## src/hw/rtl/fbl_pkg.sv

```systemverilog
// shared types, constants and codes of the feature bucket limiter
// no dependencies
`timescale 1ns / 1ps
`default_nettype none

package fbl_pkg;

    localparam int MAX_BUCKETS = 256;
    localparam int ADDR_W      = $clog2(MAX_BUCKETS);

    localparam int COORD_W = 18;
    localparam int SIZE_W  = 13;
    localparam int GRID_W  = 5;
    localparam int COUNT_W = 16;
    localparam int INDEX_W = 16;
    localparam int ID_W    = 9;
    localparam int CELL_W  = 4;
    localparam int CFG_W   = 16;
    localparam int CFG_IDX_W = 3;

    // limit is size times 16, product is coordinate times grid size
    localparam int LIMIT_W = SIZE_W + 4;
    localparam int PROD_W  = LIMIT_W + GRID_W;
    localparam int DIVR_W  = LIMIT_W + CELL_W - 1;

    localparam int DIV_STEPS = CELL_W;
    localparam int STEP_W    = $clog2(DIV_STEPS);

    localparam int IN_DATA_W  = 40;
    localparam int OUT_DATA_W = 32;

    // register indexes
    localparam logic [CFG_IDX_W-1:0] REG_IMAGE_WIDTH    = 3'd0;
    localparam logic [CFG_IDX_W-1:0] REG_IMAGE_HEIGHT   = 3'd1;
    localparam logic [CFG_IDX_W-1:0] REG_BUCKETS_ACROSS = 3'd2;
    localparam logic [CFG_IDX_W-1:0] REG_BUCKETS_DOWN   = 3'd3;
    localparam logic [CFG_IDX_W-1:0] REG_MAX_PER_BUCKET = 3'd4;

    // reset values
    localparam logic [SIZE_W-1:0]  RST_IMAGE_WIDTH  = 13'd640;
    localparam logic [SIZE_W-1:0]  RST_IMAGE_HEIGHT = 13'd480;
    localparam logic [GRID_W-1:0]  RST_BUCKETS      = 5'd8;
    localparam logic [COUNT_W-1:0] RST_MAX_PER_BKT  = 16'd4;

    typedef enum logic [2:0] {
        ST_IDLE,
        ST_PREP,
        ST_DIV,
        ST_LOOKUP,
        ST_COMMIT
    } fbl_state_t;

    typedef struct packed {
        logic load;
        logic prep;
        logic div_step;
        logic lookup;
        logic commit;
    } fbl_cmd_t;

    typedef struct packed {
        logic out_free;
    } fbl_sts_t;

endpackage

`default_nettype wire

```

## src/hw/rtl/fbl_ctrl.sv

```systemverilog
// sequencing state machine of the feature bucket limiter
// depends on fbl_pkg
`timescale 1ns / 1ps
`default_nettype none

module fbl_ctrl (
    input  wire              clk,
    input  wire              rst_n,
    input  wire              in_valid,
    output logic             in_ready,
    input  fbl_pkg::fbl_sts_t sts,
    output fbl_pkg::fbl_cmd_t cmd
);
    import fbl_pkg::*;

    fbl_state_t        state_reg, state_next;
    logic [STEP_W-1:0] step_reg, step_next;

    always_ff @(posedge clk or negedge rst_n)
    begin
        if (!rst_n)
        begin
            state_reg <= ST_IDLE;
            step_reg  <= '0;
        end
        else
        begin
            state_reg <= state_next;
            step_reg  <= step_next;
        end
    end

    always_comb
    begin
        state_next = state_reg;
        step_next  = step_reg;
        cmd        = '0;
        in_ready   = 1'b0;
        unique case (state_reg)
            ST_IDLE:
            begin
                in_ready = 1'b1;
                if (in_valid)
                begin
                    cmd.load   = 1'b1;
                    state_next = ST_PREP;
                end
            end
            ST_PREP:
            begin
                cmd.prep   = 1'b1;
                step_next  = '0;
                state_next = ST_DIV;
            end
            ST_DIV:
            begin
                cmd.div_step = 1'b1;
                step_next    = step_reg + 1'b1;
                if (step_reg == STEP_W'(DIV_STEPS - 1))
                    state_next = ST_LOOKUP;
            end
            ST_LOOKUP:
            begin
                cmd.lookup = 1'b1;
                state_next = ST_COMMIT;
            end
            ST_COMMIT:
            begin
                // hold until the output register can take the result
                if (sts.out_free)
                begin
                    cmd.commit = 1'b1;
                    state_next = ST_IDLE;
                end
            end
            default:
            begin
                state_next = ST_IDLE;
            end
        endcase
    end

endmodule

`default_nettype wire

```

## config.mk

```make
export PLATFORM = sky130hd
export DESIGN_NAME = fbl_ctrl
export DESIGN_NICKNAME = d
export VERILOG_FILES = /design/src/hw/rtl/fbl_pkg.sv /design/src/hw/rtl/fbl_ctrl.sv
export SDC_FILE = /design/constraint.sdc
export NUM_CORES = 1
export LEC_CHECK = 0
export BUFFER_PORTS_ARGS = -buffer_cell sky130_fd_sc_hd__buf_2
export CORE_AREA = 2 2 39 41
export DETAILED_ROUTE_END_ITERATION = 7
export DIE_AREA = 0 0 41 43
export PLACE_DENSITY = 0.48
export SKIP_LAST_GASP = 1
export SLEW_MARGIN = 20
export SYNTH_ARGS = -nofsm -noshare
export SYNTH_HDL_FRONTEND = slang
export SYNTH_SLANG_ARGS = --single-unit
```

## constraint.sdc

```tcl
create_clock -name clk -period 2.1 [get_ports clk]
set_clock_uncertainty 0.2 [all_clocks]
set_input_delay 0.105 -clock clk [delete_from_list [all_inputs] [get_ports clk]]
set_output_delay 0.105 -clock clk [all_outputs]
set_load 0.02 [all_outputs]
```

==> impl_table.tex <==
\begin{tabular}{lr}
\hline
Metric & Value \\
\hline
\multicolumn{2}{l}{\textbf{Status}} \\
\quad Run status & finished clean \\
\multicolumn{2}{l}{\textbf{Die}} \\
\quad Top-level I/O count & 10 \\
\quad Floorplan die height & 43 µm \\
\quad Die Outline Area & 1763 µm² \\
\quad Floorplan Core Area & 1384 µm² \\
\quad Row count & 14 \\
\quad Starting density of the core & 23.33\% \\
\quad Horizontal die dimension & 41 µm \\
\multicolumn{2}{l}{\textbf{Timing}} \\
\quad Final number of hold-violating endpoints & 0 \\
\quad Setup repair after global routing missed its margin & false \\
\quad Slew HR & 75.22\% \\
\quad Setup Total Neg Slack & 0 ns \\
\quad Final setup viols & 0 \\
\quad Max frequency & 0.6010 GHz \\
\quad Final Slew Violations & 0 \\
\quad Slew at the pin closest to its max-slew limit & 0.3717 ns \\
\quad Shortest period the worst path allows & 1.664 ns \\
\quad Part of the cycle the worst path needs & 79.24\% \\
\multicolumn{2}{l}{\textbf{Power}} \\
\quad Net switching power & 285.0 µW \\
\quad Part of the total power dissipated in sequential elements & 35.8\% \\
\quad Cell-internal power & 375.0 µW \\
\quad Leakage power & 0.2270 nW \\
\quad Combinational share of power & 47.1\% \\
\quad Switching part of the total power & 43.18\% \\
\quad Clock share of power & 17.1\% \\
\quad Worst supply voltage drop on vdd & 0.3865 mV \\
\quad Power density normalized to cell area & 1507 nW/µm² \\
\multicolumn{2}{l}{\textbf{Final layout}} \\
\quad Fraction of final layout cells with drive strength greater than 1 & 36.36\% \\
\quad Sequential Area & 125.1 µm² \\
\quad Multi-input gate area in the final layout & 167.7 µm² \\
\quad Most common cell after layout, fill and taps aside & buf\_2 \\
\quad Layout net count & 50 \\
\quad Number of fill cells & 151 \\
\quad Layout-stage area growth over the synthesis result & 35.66\% \\
\quad Commonest cells after routing, fill and taps aside & 9 x buf\_2, 5 x dlygate4sd3\_1, 5 x dfrtp\_1, 4 x nor3b\_1, 3 x clkbuf\_4 \\
\quad Post-layout instance area & 437.9 µm² \\
\quad Number of flip-flops under the largest register name & 3 \\
\quad Antenna diode instance count & 0 \\
\multicolumn{2}{l}{\textbf{Drt}} \\
\quad Number of search-and-repair iterations in the first detailed-routing pass & 2 \\
\quad Total number of vias & 265 \\
\quad Routed WL & 637 µm \\
\quad Residual DRC & 0 \\
\quad Iteration-0 DRC count of the detailed router & 1 \\
\quad Wire length per cell & 10.62 µm \\
\quad Via density & 4.417 \\
\quad Post-route ant nets & 0 \\
\multicolumn{2}{l}{\textbf{Clocking}} \\
\quad Post-cts gate resize count & 0 \\
\quad Clock insertion delay at the later pin of the skew report & 0.24 ns \\
\quad Clock Tree Root & clkbuf\_4 \\
\quad TritonCTS clock tree & done \\
\quad H-tree Lvls & 1 \\
\quad Sinks on the clock net & 5 \\
\quad CTS buffer count & 3 \\
\quad Clock buffer depth & 2 \\
\quad Clock-pin transition on the worst setup and hold timing paths & 0.05 ns \\
\multicolumn{2}{l}{\textbf{Worst hold path}} \\
\quad Count of cells along the worst hold path & 1 \\
\quad Kind of path behind the tightest hold check & reg -> reg \\
\multicolumn{2}{l}{\textbf{Global route}} \\
\quad Total overflow reported by the global router & 0 \\
\quad Maximum number of pins on one net before global-route repair & 13 \\
\quad Initial antenna violation count & 0 \\
\quad Overall routing resource usage & 8.283\% \\
\quad Via count of the first global-routing pass & 204 \\
\quad Wire length of the first global-routing pass & 897 µm \\
\multicolumn{2}{l}{\textbf{Place}} \\
\quad Routability congestion estimate & 0.6444 \\
\quad Number of buffer cells added on primary ports & 9 \\
\quad Cell area after placement & 361.6 µm² \\
\quad Post-DP HPWL & 463.8 µm \\
\multicolumn{2}{l}{\textbf{Logic synthesis}} \\
\quad Combined area of all synthesized cells & 322.8 µm² \\
\quad Yosys reg bits & 5 \\
\quad Synthesized net count & 34 \\
\quad Number of warnings issued by yosys & 0 \\
\quad Distinct cell type count after synthesis & 19 \\
\quad Post-Synthesis Mean Instance Area & 11.13 µm² \\
\quad Seq/Total Area, Yosys & 38.76\% \\
\quad Number of instances in the synthesized netlist & 29 \\
\multicolumn{2}{l}{\textbf{Setup path}} \\
\quad Worst Setup End Kind & asynchronous set/reset pin \\
\quad Element type at the critical path start & input pin \\
\quad Crit path max fanout & 4 \\
\quad Path depth of the worst reg2reg path & 3 \\
\quad Class of the most critical setup path & in -> async \\
\quad Required time at the worst-slack endpoint & 2.35 ns \\
\quad Arrival time reported for the critical path endpoint & 1.91 ns \\
\multicolumn{2}{l}{\textbf{Flow run}} \\
\quad Max-capacitance violation count & 0 \\
\hline
\end{tabular}
[cell families after synthesis]
group | Yosys count | synth area share (%)
XOR/XNOR | 1 | 2.714
AO/OA/AOI/OAI | 4 | 10.47
buffers and inverters | 4 | 9.300
AND/OR/NAND/NOR | 13 | 31.78
adder cells (fa/ha/maj) | 1 | 3.875
flip-flops | 5 | 38.76
multiplexers | 1 | 3.101
[worst max-delay path, stage by stage]
cell and delay [ns]:
dlygate4sd3_1 0.52, dlygate4sd3_1 0.54, buf_2 0.14, dlygate4sd3_1 0.61
[final timing paths]
| check | startpoint | end | slack (ns) |
|---|---|---|---|
| min in group asynchronous | rst_n | state_reg[0]$_DFFE_PN0P_ | 0.53 |
| setup reg to reg | step_reg[0]$_DFFE_PN0P_ | step_reg[1]$_DFFE_PN0P_ | 0.64 |
| max in group clk | state_reg[0]$_DFFE_PN0P_ | cmd[0] | 0.52 |
| hold / removal | step_reg[1]$_DFFE_PN0P_ | step_reg[1]$_DFFE_PN0P_ | 0.33 |
| setup / recovery | rst_n | step_reg[0]$_DFFE_PN0P_ | 0.44 |
| hold reg to reg | step_reg[1]$_DFFE_PN0P_ | step_reg[1]$_DFFE_PN0P_ | 0.33 |
[through the flow]
| stage | instances | util, % | hold slack (ns) | power (mW) | setup slack, ns |
|---|---|---|---|---|---|
| floorplan | 29 | - | -0.3906 | 0.4950 | 0.6023 |
| global placement | 51 | 26.13 | -0.2767 | 0.5293 | 0.6717 |
| detailed placement | 51 | 26.13 | -0.2685 | 0.5468 | 0.6406 |
| CTS | 60 | 31.65 | 0.3266 | 0.6706 | 0.4418 |
| global route | 60 | 31.65 | 0.3380 | 0.7170 | 0.3994 |
| finish | 60 | 31.65 | 0.3250 | 0.6600 | 0.4360 |
[layer usage]
layer  track usage (%)  share of wire, %  vias up  routed length [µm]
met5                 0                 0        -                   0
met4             10.00               1.6        0                  10
met3             3.141               7.7        2                  49
met2             9.063                43        9                 276
met1             10.49                47      119                 300
li1                  -                 -      135                   -
[power by group through the flow]
stage | sequential (mW) | clock, mW | combinational (mW)
2_1_floorplan | 0.169 | 0 | 0.326
3_3_place_gp | 0.233 | 0 | 0.296
3_5_place_dp | 0.238 | 0 | 0.309
4_1_cts | 0.236 | 0.118 | 0.316
5_1_grt | 0.252 | 0.122 | 0.343
6_report | 0.236 | 0.113 | 0.311
[final cells by class]
cell class	count	area share [%]
flip-flops and latches	5	28.57
repair buffers	14	21.71
inverters	1	0.8571
multi-input cells	20	38.29
clock buffers	4	6.000
well taps	16	4.571
[synthesized netlist by cell type, drive strengths merged]
library cell	count	area (µm²)
nor2	2	7.510
nor3	2	15.01
inv	1	3.750
ha	1	12.51
a21o	1	7.510
and3b	1	8.760
nor4b	1	15.01
buf	3	26.27
a211o	2	17.52
and4bb	1	12.51
and2	1	6.260
and3	1	7.510
a31o	1	8.760
nor3b	4	30.03
xnor2	1	8.760
dfrtp	5	125.1
mux2i	1	10.01
[timing repair]
action                    CTS  global route
hold endpoints to repair    7             0
buffers inserted            0             0
hold buffers                5             0
Power figures use the tool's default switching activity.
